--- config.mk ---
export PLATFORM = sky130hd
export DESIGN_NAME = metronome_beat_sequencer
export DESIGN_NICKNAME = d
export VERILOG_FILES = /design/src/mbs_pkg.sv /design/src/metronome_beat_sequencer.sv /design/src/mbs_front.sv /design/src/mbs_div.sv /design/src/mbs_back.sv
export SDC_FILE = /design/constraint.sdc
export NUM_CORES = 2
export LEC_CHECK = 0
export BUFFER_PORTS_ARGS = -buffer_cell sky130_fd_sc_hd__buf_2
export CORE_MARGIN = 2
export CORE_UTILIZATION = 61
export CTS_CLUSTER_SIZE = 12
export DETAILED_ROUTE_END_ITERATION = 8
export GPL_TIMING_DRIVEN = 0
export PLACE_DENSITY_LB_ADDON = 0.15
export SLEW_MARGIN = 20
export SYNTH_ARGS = -nofsm -noshare
export SYNTH_HDL_FRONTEND = slang
export SYNTH_SLANG_ARGS = --single-unit
--- constraint.sdc ---
create_clock -name clk_i -period 13.7 [get_ports clk_i]
set_input_delay 2.74 -clock clk_i [delete_from_list [all_inputs] [get_ports clk_i]]
set_output_delay 2.74 -clock clk_i [all_outputs]
set_load 0.03 [all_outputs]
--- src/mbs_pkg.sv ---
// Shared types and constants for the metronome beat sequencer.
`timescale 1ns / 1ps
`default_nettype none

package mbs_pkg;

  localparam int SampleRateDef = 48000;
  localparam int MaxBeatsDef   = 16;
  localparam int InQDepth      = 2;
  localparam int DivNumW       = 42;
  localparam int DivDenW       = 32;

  localparam logic [4:0]  BeatNone   = 5'd31;
  localparam logic [10:0] ProgDone   = 11'd1024;
  localparam logic [6:0]  LfsrMod    = 7'd101;
  localparam logic [6:0]  PctFull    = 7'd100;
  localparam logic [15:0] LfsrSeed   = 16'hACE1;
  localparam logic [15:0] LfsrTaps   = 16'hB400;

  localparam logic [2:0] CfgStartBpm = 3'd0;
  localparam logic [2:0] CfgEndBpm   = 3'd1;
  localparam logic [2:0] CfgPattern  = 3'd2;
  localparam logic [2:0] CfgBpb      = 3'd3;
  localparam logic [2:0] CfgMode     = 3'd4;
  localparam logic [2:0] CfgPeriod   = 3'd5;
  localparam logic [2:0] CfgStep     = 3'd6;
  localparam logic [2:0] CfgRamp     = 3'd7;

  localparam logic [2:0] ModeNone    = 3'd0;
  localparam logic [2:0] ModeRampBar = 3'd1;
  localparam logic [2:0] ModeRampTck = 3'd2;
  localparam logic [2:0] ModeRandBar = 3'd3;
  localparam logic [2:0] ModeCntBar  = 3'd4;
  localparam logic [2:0] ModeRandBt  = 3'd5;

  typedef enum logic [2:0] {
    OP_TICK  = 3'd0,
    OP_PLAY  = 3'd1,
    OP_STOP  = 3'd2,
    OP_TRAIN = 3'd3,
    OP_TEMPO = 3'd4,
    OP_NOP   = 3'd5
  } op_e;

  typedef struct packed {
    op_e         op;
    logic [12:0] frames;
    logic [9:0]  tempo;
  } item_t;

  typedef struct packed {
    logic [9:0]  start_bpm;
    logic [9:0]  end_bpm;
    logic [31:0] beat_pattern;
    logic [4:0]  beats_per_bar;
    logic [2:0]  training_mode;
    logic [6:0]  period_bars;
    logic [9:0]  step_value;
    logic [31:0] ramp_ticks;
  } cfg_t;

  typedef struct packed {
    logic [1:0]  click_sound;
    logic        beat_fired;
    logic [3:0]  beat_index;
    logic [9:0]  current_bpm;
    logic [2:0]  active_mode;
    logic [10:0] progress;
  } res_t;

endpackage

`default_nettype wire

--- src/metronome_beat_sequencer.sv ---
// Top level: configuration registers, input queue and sequencer back end.
`timescale 1ns / 1ps
`default_nettype none

// Metronome beat sequencer. Beats enter through push/full into a two-entry
// queue and results leave through empty/pop, one result per input beat.
// A control op or a tick while stopped goes from idle straight to the emit state.
// A tick while playing runs the frame-counter check through the shared
// 42-step serial divider. A click adds a state to pick the sound, and, in
// the random and ramp modes, a random draw or a divider pass for ramp
// progress, and a divider pass for the click interval when the tempo
// changes. Start training of the random modes adds a state.
module metronome_beat_sequencer
  import mbs_pkg::*;
#(
  parameter int SampleRate = SampleRateDef,
  parameter int MaxBeats   = MaxBeatsDef
) (
  input  wire logic        clk_i,
  input  wire logic        rst_ni,
  input  wire logic        push,
  output logic             full,
  input  wire logic [2:0]  opcode_i,
  input  wire logic [12:0] buffer_frames_i,
  input  wire logic [9:0]  new_tempo_i,
  output logic             empty,
  input  wire logic        pop,
  output logic [1:0]       click_sound_o,
  output logic             beat_fired_o,
  output logic [3:0]       beat_index_o,
  output logic [9:0]       current_bpm_o,
  output logic [2:0]       active_mode_o,
  output logic [10:0]      progress_o,
  input  wire logic        cfg_we_i,
  input  wire logic [2:0]  cfg_idx_i,
  input  wire logic [31:0] cfg_data_i
);

  cfg_t  cfg_q;
  item_t item;
  logic  item_valid, item_pop;
  res_t  res;
  logic  res_valid;

  always_ff @(posedge clk_i or negedge rst_ni) begin
    if (!rst_ni) begin
      cfg_q.start_bpm     <= 10'd120;
      cfg_q.end_bpm       <= 10'd200;
      cfg_q.beat_pattern  <= 32'h5555_5555;
      cfg_q.beats_per_bar <= 5'd4;
      cfg_q.training_mode <= ModeNone;
      cfg_q.period_bars   <= 7'd4;
      cfg_q.step_value    <= 10'd5;
      cfg_q.ramp_ticks    <= 32'd60000;
    end else if (cfg_we_i) begin
      case (cfg_idx_i)
        CfgStartBpm: cfg_q.start_bpm     <= cfg_data_i[9:0];
        CfgEndBpm:   cfg_q.end_bpm       <= cfg_data_i[9:0];
        CfgPattern:  cfg_q.beat_pattern  <= cfg_data_i;
        CfgBpb:      cfg_q.beats_per_bar <= cfg_data_i[4:0];
        CfgMode:     cfg_q.training_mode <= cfg_data_i[2:0];
        CfgPeriod:   cfg_q.period_bars   <= cfg_data_i[6:0];
        CfgStep:     cfg_q.step_value    <= cfg_data_i[9:0];
        CfgRamp:     cfg_q.ramp_ticks    <= cfg_data_i;
        default: ;
      endcase
    end
  end

  mbs_front u_front (
    .clk_i          (clk_i),
    .rst_ni         (rst_ni),
    .push           (push),
    .full           (full),
    .opcode_i       (opcode_i),
    .buffer_frames_i(buffer_frames_i),
    .new_tempo_i    (new_tempo_i),
    .item_o         (item),
    .item_valid_o   (item_valid),
    .item_pop_i     (item_pop)
  );

  mbs_back #(
    .SampleRate(SampleRate),
    .MaxBeats  (MaxBeats)
  ) u_back (
    .clk_i       (clk_i),
    .rst_ni      (rst_ni),
    .cfg_i       (cfg_q),
    .item_i      (item),
    .item_valid_i(item_valid),
    .item_pop_o  (item_pop),
    .res_o       (res),
    .res_valid_o (res_valid),
    .res_pop_i   (pop)
  );

  assign empty         = !res_valid;
  assign click_sound_o = res.click_sound;
  assign beat_fired_o  = res.beat_fired;
  assign beat_index_o  = res.beat_index;
  assign current_bpm_o = res.current_bpm;
  assign active_mode_o = res.active_mode;
  assign progress_o    = res.progress;

endmodule

`default_nettype wire

--- src/mbs_front.sv ---
// Input queue: takes beats, classifies the opcode and holds them for the back end.
`timescale 1ns / 1ps
`default_nettype none

module mbs_front
  import mbs_pkg::*;
(
  input  wire logic        clk_i,
  input  wire logic        rst_ni,
  input  wire logic        push,
  output logic             full,
  input  wire logic [2:0]  opcode_i,
  input  wire logic [12:0] buffer_frames_i,
  input  wire logic [9:0]  new_tempo_i,
  output item_t            item_o,
  output logic             item_valid_o,
  input  wire logic        item_pop_i
);

  localparam int PtrW = (InQDepth > 1) ? $clog2(InQDepth) : 1;
  localparam int CntW = $clog2(InQDepth + 1);

  item_t           mem_q [InQDepth];
  logic [PtrW-1:0] wr_q, rd_q;
  logic [CntW-1:0] cnt_q;
  logic            do_push, do_pop;
  item_t           in_item;

  always_comb begin
    in_item.frames = buffer_frames_i;
    in_item.tempo  = new_tempo_i;
    case (opcode_i)
      OP_TICK:  in_item.op = OP_TICK;
      OP_PLAY:  in_item.op = OP_PLAY;
      OP_STOP:  in_item.op = OP_STOP;
      OP_TRAIN: in_item.op = OP_TRAIN;
      OP_TEMPO: in_item.op = OP_TEMPO;
      default:  in_item.op = OP_NOP;
    endcase
  end

  assign full         = (cnt_q == CntW'(InQDepth));
  assign item_valid_o = (cnt_q != '0);
  assign item_o       = mem_q[rd_q];
  assign do_push      = push && !full;
  assign do_pop       = item_pop_i && item_valid_o;

  always_ff @(posedge clk_i) begin
    if (do_push) begin
      mem_q[wr_q] <= in_item;
    end
  end

  always_ff @(posedge clk_i or negedge rst_ni) begin
    if (!rst_ni) begin
      wr_q  <= '0;
      rd_q  <= '0;
      cnt_q <= '0;
    end else begin
      if (do_push) begin
        wr_q <= (wr_q == PtrW'(InQDepth - 1)) ? '0 : wr_q + 1'b1;
      end
      if (do_pop) begin
        rd_q <= (rd_q == PtrW'(InQDepth - 1)) ? '0 : rd_q + 1'b1;
      end
      if (do_push && !do_pop) begin
        cnt_q <= cnt_q + 1'b1;
      end else if (do_pop && !do_push) begin
        cnt_q <= cnt_q - 1'b1;
      end
    end
  end

endmodule

`default_nettype wire

--- src/mbs_div.sv ---
// Restoring divider, one quotient bit per cycle.
`timescale 1ns / 1ps
`default_nettype none

module mbs_div #(
  parameter int NumW = 42,
  parameter int DenW = 32
) (
  input  wire logic            clk_i,
  input  wire logic            rst_ni,
  input  wire logic            start_i,
  input  wire logic [NumW-1:0] num_i,
  input  wire logic [DenW-1:0] den_i,
  output logic                 busy_o,
  output logic                 done_o,
  output logic [NumW-1:0]      quo_o,
  output logic [DenW-1:0]      rem_o
);

  localparam int CntW = $clog2(NumW + 1);

  logic [NumW-1:0] quo_q;
  logic [DenW-1:0] rem_q, den_q;
  logic [CntW-1:0] cnt_q;
  logic            busy_q, done_q;
  logic [DenW:0]   trial;
  logic            ge;

  assign trial  = {rem_q, quo_q[NumW-1]};
  assign ge     = (trial >= {1'b0, den_q});
  assign busy_o = busy_q;
  assign done_o = done_q;
  assign quo_o  = quo_q;
  assign rem_o  = rem_q;

  always_ff @(posedge clk_i) begin
    if (start_i && !busy_q) begin
      quo_q <= num_i;
      rem_q <= '0;
      den_q <= den_i;
    end else if (busy_q) begin
      rem_q <= ge ? DenW'(trial - {1'b0, den_q}) : DenW'(trial);
      quo_q <= {quo_q[NumW-2:0], ge};
    end
  end

  always_ff @(posedge clk_i or negedge rst_ni) begin
    if (!rst_ni) begin
      busy_q <= 1'b0;
      done_q <= 1'b0;
      cnt_q  <= '0;
    end else begin
      done_q <= 1'b0;
      if (start_i && !busy_q) begin
        busy_q <= 1'b1;
        cnt_q  <= CntW'(NumW);
      end else if (busy_q) begin
        cnt_q <= cnt_q - 1'b1;
        if (cnt_q == CntW'(1)) begin
          busy_q <= 1'b0;
          done_q <= 1'b1;
        end
      end
    end
  end

endmodule

`default_nettype wire

--- src/mbs_back.sv ---
// Sequencer back end: tick handling, beat, training modes, tempo and result register.
`timescale 1ns / 1ps
`default_nettype none

module mbs_back
  import mbs_pkg::*;
#(
  parameter int SampleRate = SampleRateDef,
  parameter int MaxBeats   = MaxBeatsDef
) (
  input  wire logic  clk_i,
  input  wire logic  rst_ni,
  input  cfg_t       cfg_i,
  input  item_t      item_i,
  input  wire logic  item_valid_i,
  output logic       item_pop_o,
  output res_t       res_o,
  output logic       res_valid_o,
  input  wire logic  res_pop_i
);

  localparam logic [DivNumW-1:0] ClickNum = DivNumW'(60 * SampleRate);
  localparam logic [5:0]         MaxBt    = 6'(MaxBeats);
  // floor(v / 101) = (v * RandRecip) >> 22 for any 16-bit v
  localparam logic [15:0]        RandRecip = 16'd41528;
  // floor(x / 25) = (x * PctRecip) >> 20 for x below 25600
  localparam logic [15:0]        PctRecip  = 16'd41944;

  typedef enum logic [5:0] {
    S_IDLE  = 6'b000001,
    S_FCDIV = 6'b000010,
    S_MDIV  = 6'b000100,
    S_SOUND = 6'b001000,
    S_IDIV  = 6'b010000,
    S_EMIT  = 6'b100000
  } state_e;

  typedef enum logic [1:0] {
    K_COMP   = 2'd0,
    K_RAMP   = 2'd1,
    K_RAND   = 2'd2,
    K_CHANCE = 2'd3
  } kind_e;

  state_e state_q;
  kind_e  kind_q;
  item_t  item_q;
  res_t   res_q;
  logic   res_valid_q;

  logic        playing_q, muted_q, fired_q;
  logic [15:0] fc_q, interval_q, lfsr_q;
  logic [4:0]  pos_q;
  logic [7:0]  bar_q;
  logic [9:0]  tnow_q, ttgt_q;
  logic [2:0]  mode_q;
  logic [10:0] comp_q;
  logic [31:0] elapsed_q;
  logic [1:0]  snd_q;
  logic [31:0] prod_q;

  logic               div_start_q;
  logic [DivNumW-1:0] div_num_q;
  logic [DivDenW-1:0] div_den_q;
  logic               div_busy, div_done;
  logic [DivNumW-1:0] div_quo;
  logic [DivDenW-1:0] div_rem;

  logic [5:0]  bpb_eff;
  logic [4:0]  pos_inc, pos_n;
  logic [15:0] lfsr_n;
  logic [15:0] rand_mod;
  logic [10:0] t_sum;
  logic [7:0]  bar_inc;
  logic [11:0] cnt_lim;
  logic signed [10:0] delta;
  logic signed [22:0] ramp_prod, ramp_adj;
  logic [9:0]  ramp_tgt;
  logic [12:0] f1;
  logic [9:0]  b1;
  logic [1:0]  pat_snd;
  logic        emit_ok;

  mbs_div #(
    .NumW(DivNumW),
    .DenW(DivDenW)
  ) u_div (
    .clk_i  (clk_i),
    .rst_ni (rst_ni),
    .start_i(div_start_q),
    .num_i  (div_num_q),
    .den_i  (div_den_q),
    .busy_o (div_busy),
    .done_o (div_done),
    .quo_o  (div_quo),
    .rem_o  (div_rem)
  );

  always_comb begin
    if (cfg_i.beats_per_bar == 5'd0) begin
      bpb_eff = 6'd1;
    end else if ({1'b0, cfg_i.beats_per_bar} > MaxBt) begin
      bpb_eff = MaxBt;
    end else begin
      bpb_eff = {1'b0, cfg_i.beats_per_bar};
    end
    pos_inc = (pos_q == BeatNone) ? 5'd0 : pos_q + 5'd1;
    pos_n   = ({1'b0, pos_inc} >= bpb_eff) ? 5'd0 : pos_inc;
    lfsr_n  = {1'b0, lfsr_q[15:1]} ^ (lfsr_q[0] ? LfsrTaps : 16'h0000);
    rand_mod = lfsr_q - ({6'd0, prod_q[31:22]} * {9'd0, LfsrMod});
    t_sum   = {1'b0, ttgt_q} + {1'b0, cfg_i.step_value};
    bar_inc = (bar_q == 8'd255) ? bar_q : bar_q + 8'd1;
    cnt_lim = {5'd0, cfg_i.period_bars} + {2'd0, cfg_i.step_value};
    delta     = $signed({1'b0, cfg_i.end_bpm}) - $signed({1'b0, cfg_i.start_bpm});
    ramp_prod = 23'(delta * $signed({1'b0, div_quo[10:0]}));
    ramp_adj  = ramp_prod[22] ? ramp_prod + 23'sd1023 : ramp_prod;
    ramp_tgt  = cfg_i.start_bpm + 10'(ramp_adj >>> 10);
    f1 = (item_q.frames == 13'd0) ? 13'd1 : item_q.frames;
    b1 = (ttgt_q == 10'd0) ? 10'd1 : ttgt_q;
    pat_snd = cfg_i.beat_pattern[{pos_q[3:0], 1'b0} +: 2];
  end

  assign item_pop_o  = (state_q == S_IDLE) && item_valid_i;
  assign emit_ok     = !res_valid_q || res_pop_i;
  assign res_o       = res_q;
  assign res_valid_o = res_valid_q;

  always_ff @(posedge clk_i) begin
    if (state_q == S_EMIT && emit_ok) begin
      res_q.click_sound <= snd_q;
      res_q.beat_fired  <= fired_q;
      res_q.beat_index  <= (pos_q == BeatNone) ? 4'd0 : pos_q[3:0];
      res_q.current_bpm <= tnow_q;
      res_q.active_mode <= mode_q;
      res_q.progress    <= comp_q;
    end
    if (item_pop_o) begin
      item_q <= item_i;
    end
  end

  always_ff @(posedge clk_i or negedge rst_ni) begin
    if (!rst_ni) begin
      state_q     <= S_IDLE;
      kind_q      <= K_COMP;
      res_valid_q <= 1'b0;
      playing_q   <= 1'b0;
      muted_q     <= 1'b0;
      fired_q     <= 1'b0;
      snd_q       <= 2'd0;
      fc_q        <= 16'd0;
      interval_q  <= 16'd1;
      lfsr_q      <= LfsrSeed;
      pos_q       <= BeatNone;
      bar_q       <= 8'd0;
      tnow_q      <= 10'd0;
      ttgt_q      <= 10'd120;
      mode_q      <= ModeNone;
      comp_q      <= 11'd0;
      elapsed_q   <= 32'd0;
      prod_q      <= 32'd0;
      div_start_q <= 1'b0;
      div_num_q   <= '0;
      div_den_q   <= '0;
    end else begin
      div_start_q <= 1'b0;
      if (state_q == S_EMIT && emit_ok) begin
        res_valid_q <= 1'b1;
      end else if (res_pop_i) begin
        res_valid_q <= 1'b0;
      end

      case (state_q)
        S_IDLE: begin
          if (item_valid_i) begin
            snd_q   <= 2'd0;
            fired_q <= 1'b0;
            state_q <= S_EMIT;
            case (item_i.op)
              OP_TICK: begin
                if (elapsed_q != 32'hFFFF_FFFF) begin
                  elapsed_q <= elapsed_q + 32'd1;
                end
                if (playing_q) begin
                  div_start_q <= 1'b1;
                  div_num_q   <= DivNumW'(fc_q);
                  div_den_q   <= DivDenW'(interval_q);
                  state_q     <= S_FCDIV;
                end
              end
              OP_PLAY: playing_q <= 1'b1;
              OP_STOP: begin
                playing_q <= 1'b0;
                fc_q      <= 16'd0;
                muted_q   <= 1'b0;
                mode_q    <= ModeNone;
                pos_q     <= BeatNone;
                bar_q     <= 8'd0;
                comp_q    <= 11'd0;
              end
              OP_TRAIN: begin
                if (cfg_i.training_mode <= ModeRandBt) begin
                  mode_q <= cfg_i.training_mode;
                  if (cfg_i.training_mode == ModeRampBar) begin
                    ttgt_q <= cfg_i.start_bpm;
                  end else if (cfg_i.training_mode == ModeRampTck) begin
                    ttgt_q    <= cfg_i.start_bpm;
                    elapsed_q <= 32'd0;
                  end else if (cfg_i.training_mode == ModeRandBar ||
                               cfg_i.training_mode == ModeRandBt) begin
                    if (cfg_i.step_value >= {3'd0, PctFull}) begin
                      comp_q <= ProgDone;
                    end else begin
                      prod_q  <= {17'd0, cfg_i.step_value[6:0], 8'd0} * {16'd0, PctRecip};
                      kind_q  <= K_CHANCE;
                      state_q <= S_MDIV;
                    end
                  end
                end
              end
              OP_TEMPO: ttgt_q <= item_i.tempo;
              default: ;
            endcase
          end
        end

        S_FCDIV: begin
          if (div_done) begin
            if (div_rem != '0) begin
              if (fc_q != 16'hFFFF) begin
                fc_q <= fc_q + 16'd1;
              end
              state_q <= S_EMIT;
            end else begin
              fired_q <= 1'b1;
              fc_q    <= 16'd1;
              pos_q   <= pos_n;
              state_q <= S_SOUND;
              case (mode_q)
                ModeRampBar: begin
                  if (pos_n == 5'd0) begin
                    if (bar_q >= {1'b0, cfg_i.period_bars}) begin
                      bar_q <= 8'd1;
                      if (t_sum >= {1'b0, cfg_i.end_bpm}) begin
                        ttgt_q <= cfg_i.end_bpm;
                        comp_q <= ProgDone;
                        mode_q <= ModeNone;
                      end else begin
                        ttgt_q <= t_sum[9:0];
                        if (cfg_i.end_bpm > cfg_i.start_bpm &&
                            t_sum >= {1'b0, cfg_i.start_bpm}) begin
                          div_start_q <= 1'b1;
                          div_num_q   <= DivNumW'({t_sum - {1'b0, cfg_i.start_bpm}, 10'd0});
                          div_den_q   <= DivDenW'(cfg_i.end_bpm - cfg_i.start_bpm);
                          kind_q      <= K_COMP;
                          state_q     <= S_MDIV;
                        end else begin
                          comp_q <= 11'd0;
                        end
                      end
                    end else begin
                      bar_q <= bar_inc;
                    end
                  end
                end
                ModeRampTck: begin
                  if (elapsed_q > cfg_i.ramp_ticks || cfg_i.ramp_ticks == 32'd0) begin
                    ttgt_q <= cfg_i.end_bpm;
                    comp_q <= ProgDone;
                    mode_q <= ModeNone;
                  end else begin
                    div_start_q <= 1'b1;
                    div_num_q   <= {elapsed_q, 10'd0};
                    div_den_q   <= cfg_i.ramp_ticks;
                    kind_q      <= K_RAMP;
                    state_q     <= S_MDIV;
                  end
                end
                ModeRandBar, ModeRandBt: begin
                  if (pos_n == 5'd0 || mode_q == ModeRandBt) begin
                    lfsr_q  <= lfsr_n;
                    prod_q  <= {16'd0, lfsr_n} * {16'd0, RandRecip};
                    kind_q  <= K_RAND;
                    state_q <= S_MDIV;
                  end
                end
                ModeCntBar: begin
                  if (pos_n == 5'd0) begin
                    bar_q <= bar_inc;
                    if (bar_q >= {1'b0, cfg_i.period_bars}) begin
                      muted_q <= 1'b1;
                      if ({4'd0, bar_q} >= cnt_lim) begin
                        bar_q   <= 8'd1;
                        muted_q <= 1'b0;
                      end
                    end
                  end
                end
                default: muted_q <= 1'b0;
              endcase
            end
          end
        end

        S_MDIV: begin
          if (kind_q == K_RAND) begin
            muted_q <= (rand_mod <= {6'd0, cfg_i.step_value});
            state_q <= S_SOUND;
          end else if (kind_q == K_CHANCE) begin
            comp_q  <= {1'b0, prod_q[29:20]};
            state_q <= S_EMIT;
          end else if (div_done) begin
            state_q <= S_SOUND;
            case (kind_q)
              K_COMP: comp_q <= div_quo[10:0];
              K_RAMP: begin
                comp_q <= div_quo[10:0];
                ttgt_q <= ramp_tgt;
              end
              default: ;
            endcase
          end
        end

        S_SOUND: begin
          snd_q   <= (!muted_q && pos_q < 5'd16) ? pat_snd : 2'd0;
          state_q <= S_EMIT;
          if (tnow_q != ttgt_q) begin
            tnow_q      <= ttgt_q;
            div_start_q <= 1'b1;
            div_num_q   <= ClickNum;
            div_den_q   <= DivDenW'(f1 * b1);
            state_q     <= S_IDIV;
          end
        end

        S_IDIV: begin
          if (div_done) begin
            if (div_quo == '0) begin
              interval_q <= 16'd1;
            end else if (div_quo > DivNumW'(16'hFFFF)) begin
              interval_q <= 16'hFFFF;
            end else begin
              interval_q <= div_quo[15:0];
            end
            state_q <= S_EMIT;
          end
        end

        S_EMIT: begin
          if (emit_ok) begin
            state_q <= S_IDLE;
          end
        end

        default: state_q <= S_IDLE;
      endcase
    end
  end

  a_prog_range: assert property (@(posedge clk_i) disable iff (!rst_ni)
    res_valid_q |-> res_q.progress <= ProgDone)
    else $error("progress above done");

  a_interval_nz: assert property (@(posedge clk_i) disable iff (!rst_ni)
    interval_q != 16'd0)
    else $error("click interval zero");

  a_div_free: assert property (@(posedge clk_i) disable iff (!rst_ni)
    div_start_q |-> !div_busy)
    else $error("divider started while busy");

endmodule

`default_nettype wire
# Yosys cells after proc, flatten, opt, wreduce, memory -nomap -nowiden
# Memories as Yosys holds them, arrays and structs flattened.
# Cells that the tools add are included.
[totals] ramBits=52 ff_bits=519 in_bits=66 out_inout_bits=33 mem_count=1
[classes] n_shift=1 eq_ne=93 n_reduce_logical=69 n_mux=216 add_sub_neg=18 order_cmp=14 bitwise=2 mul=5
[mem_list] name="u_front.mem_q" words=2 word_bits=26 rd=1 rd_clocked_by_memory_dff=0 write_ports=1 line="mbs_front.sv:23" source="item_t mem_q [InQDepth];"
[op_table] op="32-bit 2-to-1 mux" n=27
[op_table] op="42-bit 2-to-1 mux" n=13
[op_table] op="32-bit one-hot mux with 2 select lines" n=3
[op_table] op="11-bit 2-to-1 mux" n=17
[op_table] op="10-bit 2-to-1 mux" n=15
[op_table] op="16-bit 2-to-1 mux" n=8
[op_table] op="42-bit one-hot mux with 3 select lines" n=1
[op_table] op="6-bit 2-to-1 mux" n=20
[op_table] op="32-bit one-hot mux with 3 select lines" n=1
[op_table] op="42-bit one-hot mux with 2 select lines" n=1
[op_table] op="8-bit 2-to-1 mux" n=10
[op_table] op="11-bit one-hot mux with 2 select lines" n=2
[op_table] op="42-bit by 16-bit > comparator with 1-bit output, second input constant" n=1
[op_table] op="42-bit zero test" n=1
[op_table] op="5-bit 2-to-1 mux" n=8
[op_table] op="10-bit one-hot mux with 2 select lines" n=2
[op_table] op="2-bit 2-to-1 mux" n=19
[op_table] op="6-bit one-hot mux with 6 select lines" n=1
[op_table] op="1-bit 2-to-1 mux" n=34
[op_table] op="2-bit != test, second input constant" n=17
[op_table] op="33-bit by 32-bit >= comparator with 1-bit output" n=1
[op_table] op="3-bit by 2-bit != test with 1-bit output, second input constant" n=11
[op_table] op="3-bit != test, second input constant" n=11
[op_table] op="11-bit one-hot mux with 3 select lines" n=1
[op_table] op="other kinds (98)" n=193

# Logic depth before layout (Yosys ltp)
[depth] ltp_word=12 mapped_depth=42 mapped_depth_nobuf=40

# By module
# From an unflattened synthesis, not the netlist that was laid out.
[hier_totals] cells_unflattened=4523 area_unflattened_um2=44535.2
[by_module_without_submodules] mod="mbs_back" area_per_inst_um2=31810.5 instances=1 cells_each=3590
[by_module_without_submodules] mod="mbs_div" area_per_inst_um2=6342.3 instances=1 cells_each=592
[by_module_without_submodules] mod="metronome_beat_sequencer" area_per_inst_um2=4187.8 instances=1 cells_each=238
[by_module_without_submodules] mod="mbs_front" area_per_inst_um2=2194.6 instances=1 cells_each=103

# Least setup slack after synthesis
# No wires, ideal clock.
[synth_timing] kind="reg2reg" start="register cfg_q[89] (netlist bit)" end="register u_back.ttgt_q[9]" arrival_time_ns=9.488 setup_ns=0.085 required_time_ns=13.615 n_path_buf=1 period_less_slack_ns=9.572 path_slack_ns=4.128 path_stages_with_launch=41 path_cell_list="dfrtp_1 -> inv_1 -> ha_1 -> inv_1 -> fa_1 -> a21o_1 -> a21oi_1 -> o21ai_0 -> a2111o_1 -> a31o_2 -> a21o_1 -> clkbuf_1 -> or2_2 -> fa_1 -> fa_1 -> inv_1 -> fa_1 -> fa_1 -> [5 not listed] -> nand2_1 -> o211ai_1 -> o31ai_1 -> mux2_2 -> nor2_1 -> nand2_1 -> xnor2_1 -> ha_1 -> a21o_1 -> a211oi_1 -> nor2_1 -> or4_1 -> a2111o_1 -> o211ai_1 -> xor2_1 -> xnor2_1 -> a21oi_1 -> o21ai_0"
[synth_between] elab_chain_cells=10
[synth_rtl] item="start, declared" line="metronome_beat_sequencer.sv:39" source="cfg_t cfg_q;"
[synth_rtl] item="10-bit by 10-bit subtractor with 11-bit output" line="mbs_back.sv:114" source="delta = $signed({1'b0, cfg_i.end_bpm}) - $signed({1'b0, cfg_i.start_bpm});"
[synth_rtl] item="11-bit by 12-bit multiplier with 23-bit output" line="mbs_back.sv:115" source="ramp_prod = 23'(delta * $signed({1'b0, div_quo[10:0]}));"
[synth_rtl] item="20-bit by 11-bit adder with 20-bit output" line="mbs_back.sv:116" source="ramp_adj = ramp_prod[22] ? ramp_prod + 23'sd1023 : ramp_prod;"
[synth_rtl] item="20-bit 2-to-1 mux" line="mbs_back.sv:116"
[synth_rtl] item="10-bit adder" line="mbs_back.sv:117" source="ramp_tgt = cfg_i.start_bpm + 10'(ramp_adj >>> 10);"
[synth_rtl] item="10-bit 2-to-1 mux" line="mbs_back.sv:314" source="case (kind_q)"
[synth_rtl] item="10-bit 2-to-1 mux" line="mbs_back.sv:312" source="end else if (div_done) begin"
[synth_rtl] item="10-bit 2-to-1 mux" line="mbs_back.sv:309" source="end else if (kind_q == K_CHANCE) begin"
[synth_rtl] item="10-bit 2-to-1 mux" line="mbs_back.sv:306" source="if (kind_q == K_RAND) begin"
[synth_rtl] item="10-bit one-hot mux with 3 select lines *" line="mbs_back.sv:173" source="case (state_q)"
[synth_rtl] item="end signal, assigned" line="mbs_back.sv:205" source="ttgt_q <= cfg_i.start_bpm;"
[synth_rtl] item="end signal, assigned" line="mbs_back.sv:207" source="ttgt_q <= cfg_i.start_bpm;"
[synth_rtl] item="end signal, assigned" line="mbs_back.sv:318" source="ttgt_q <= ramp_tgt;"
[synth_rtl] item="end, declared" line="mbs_back.sv:55" source="logic [9:0] tnow_q, ttgt_q;"
# Mark *: on every way between the ends. The rest lies on a longest branch, timed or not. The select of a mux whose other input is x is not followed.
# A chain may end at the register's enable or synchronous reset.

# Worst setup path after layout
# Ends and elaborated chain as after synthesis.

==> summary.txt <==
Status
  • Outcome: finished, final reports clean

Setup path
  • Critical-path top delay cell: fa_1
  • Buf/Inv on CP: 6
  • CP Launch Type: flop
  • WP data arrival: 11.95 ns
  • Critical Path End Type: flop
  • Crit-path most repeated cell: fa_1
  • Slowest Stage Delay on Critical Path: 0.55 ns
  • WS Path Type: reg -> reg
  • Crit-path leading delay family: adder cells
  • Required @ worst endpoint: 14.26 ns
  • Crit Path Max Fanout: 10

Global route
  • GRT busiest layer: met2
  • Routing usage on met1: 46.0%
  • Vias in the first global route: 33000
  • Initial antenna violation count: 3
  • Total GRT Usage: 31.7%
  • Met3 Use GR: 4.43%
  • GR met2 Demand/Resource: 49.9%
  • GRT Residual Overflow: 0
  • Largest net degree at the start of global routing: 97
  • First-pass GRT wire length: 184000 um

Timing
  • Final setup violation count: 0
  • Final critical-path required period: 11.40 ns
  • Maximum clock rate: 0.0878 GHz
  • Slew HR: 23.8%
  • Final Cycle Share: 83.2%
  • Worst Max-Slew Pin Slew: 1.13 ns
  • Final Hold Viols: 0
  • Final Skew: 0.0214 ns
  • RSZ-0062 raised after global routing: false
  • Total negative slack: 0 ns
  • Pins Over Slew Limit: 0

Clock tree
  • Clock transition at path regs: 0.06 ns
  • Clock latency on the worst-skew pair: 0.65 ns
  • Cell chosen for the clock root: clkbuf_16
  • Hold-fix buffers, CTS: 0
  • Num Clock Sinks: 551
  • Clock Tree Buf Depth: 3
  • Num CTS Buffers: 60
  • CTS tree: built
  • Setup Fix Bufs, Post-CTS: 0
  • Resized cells post-CTS: 0
  • CTS H-Tree Depth: 2

Layout
  • Final nets: 5448
  • Area of the multi-input gates: 26500 um2
  • Share of cells above drive strength 1: 10.5%
  • Antenna diodes: 0
  • Layout Area Growth over Synthesis: 8.74%
  • Fill cell count: 5849
  • Register Area: 14500 um2

Yosys
  • Mapped Nets: 5284
  • EDFF count, synth: 170
  • Yosys cell types: 98
  • Post-synthesis instance total: 4461
  • Yosys warns: 0
  • Prevailing post-synth register cell: dfrtp_1
  • Post-synthesis sequential area ratio: 33.1%
  • Post-synth ARST share: 63.3%
  • Synth area leaders: dfrtp_1, ha_1, fa_1
  • Synthesized area: 43900 um2
  • Synth top area share: 16.9%
  • Synth Register Bits: 551
  • Post-synthesis average cell area: 9.84 um2
  • Largest area contributor in the netlist: dfrtp_1

Detailed routing
  • Total wire length: 115000 um
  • DRT Pass-1 Iters: 6
  • Iteration-0 DRC Markers: 2985
  • Post-detailed-route wirelength per cell: 20.5 um
  • Vias per Instance: 5.92
  • Via count: 33300
  • Post-route DRC violation count: 0
  • Final ANT Viol Nets: 0

Floorplan
  • Die Y: 272 um
  • I/O pin count: 99
  • Row Count: 98
  • CORE AREA: 71400 um2
  • Die ar.: 74100 um2
  • Initial cell density of the core: 61.5%
  • Die X: 272 um

Place
  • Placer Congestion: 0.976
  • Buffers on Ports: 96
  • Detail Placement HPWL: 91000 um

Flow run
  • Max_cap viols: 0

Worst hold path
  • Hold Path Class: reg -> reg
## metal layers
layer  wire, um  vias to the layer above
li1           -                    15700
met1      52200                    16400
met2      52000                     1059
met3       7770                      197
met4       3430                        0
met5          0                        -
## cells by family (layout without fill, tap and decap cells)
| family | after synthesis | in the layout | synth area share [%] |
|---|---|---|---|
| fa+ha+maj | 757 | 757 | 26.0 |
| buf+inv | 749 | 964 | 6.48 |
| mux | 208 | 208 | 5.54 |
| compound gates | 837 | 837 | 12.4 |
| flops | 551 | 551 | 33.1 |
| xor+xnor | 185 | 185 | 3.69 |
| simple gates | 1174 | 1174 | 12.8 |
## area by class of cell
cell class                      count  area share [%]
Tap cell                          950            2.49
Buffer                            161            1.33
Clock buffer                       91            3.54
Timing Repair Buffer              102            1.37
Inverter                          588            4.63
Clock inverter                     22           0.600
Sequential cell                   551            30.5
Multi-Input combinational cell   3161            55.6
## worst reg2reg max path, delay by kind of cell, from the launching register on
kind                     cells  cell delay (ns)
adder cells (fa/ha/maj)      9             3.91
AND/OR/NAND/NOR              6             1.35
XOR/XNOR                     3             1.02
multiplexers                 1             0.41
AO/OA/AOI/OAI               15             3.60
buffers and inverters        6             0.63
flip-flops                   1             0.41
## stage by stage
step | util (%) | area, um2 | setup slack, ns | cells | hold WS [ns]
6_report | 66.9 | 47700 | 2.30 | 5626 | 0.440
4_1_cts | 66.9 | 47700 | 2.46 | 5626 | 0.440
3_5_place_dp | 64.1 | 45800 | 2.54 | 5513 | 0.432
3_3_place_gp | 63.9 | 45600 | 2.65 | 5507 | 0.428
2_1_floorplan | - | 43900 | 4.13 | 4461 | 0.419
5_1_grt | 66.9 | 47700 | 1.72 | 5626 | 0.457
## layout by cell type, fill, tap and decap left out, types with 83 or more instances in the layout
cell      instances
buf_2           109
o21ai_0         263
and2_1           83
mux2_2          180
inv_1           586
a21oi_1         178
nor2_1          232
dfrtp_1         296
ha_1            501
xnor2_1         113
nand2_1         450
clkbuf_1        157
edfxtp_1        170
fa_1            256
## sequential cells by signal, indices dropped and copies added (netlist names), 31 cells and up
signal	flops
cfg_q	109
u_back.div_den_q	32
u_back.div_num_q	42
u_back.elapsed_q	32
u_back.res_o	31
u_back.u_div.den_q	32
u_back.u_div.quo_o	42
u_back.u_div.rem_o	32
u_front.mem_q	52
## worst paths after layout
path                                 startpoint                     end  slack [ns]  depth (start not counted)
min                        u_back.div_den_q[20]  u_back.u_div.den_q[20]        0.44                          0
max in group asynchronous                rst_ni        u_back.lfsr_q[5]       10.56                          2
min in group asynchronous                rst_ni    u_back.div_den_q[27]        2.12                          1
max                                   cfg_q[89]        u_back.ttgt_q[9]        2.30                         40
max reg2reg                           cfg_q[89]        u_back.ttgt_q[9]        2.30                         40
min reg2reg                u_back.div_den_q[20]  u_back.u_div.den_q[20]        0.44                          0
## cells in the mapped netlist, drive strengths merged, types with 13 or more instances
library cell and n:
a2111oi 15, a211oi 27, a21o 63, a21oi 178
a22o 13, a31oi 24, and2 83, and3 35
buf 27, clkbuf 134, dfrtp 296, dfstp 53
dfxtp 32, edfxtp 170, fa 256, ha 501
inv 587, mux2 180, mux2i 18, nand2 451
nand2b 41, nand3 58, nand4 35, nor2 234
nor2b 63, nor3 65, nor4 37, o211ai 22
o21a 36, o21ai 270, o21bai 20, o22a 17
o31ai 20, or2 15, or3 15, xnor2 113
xor2 72
Power is left out: the tool's default activity adds up to more than one toggle a clock period on the data nets, which glitch-free logic cannot reach.
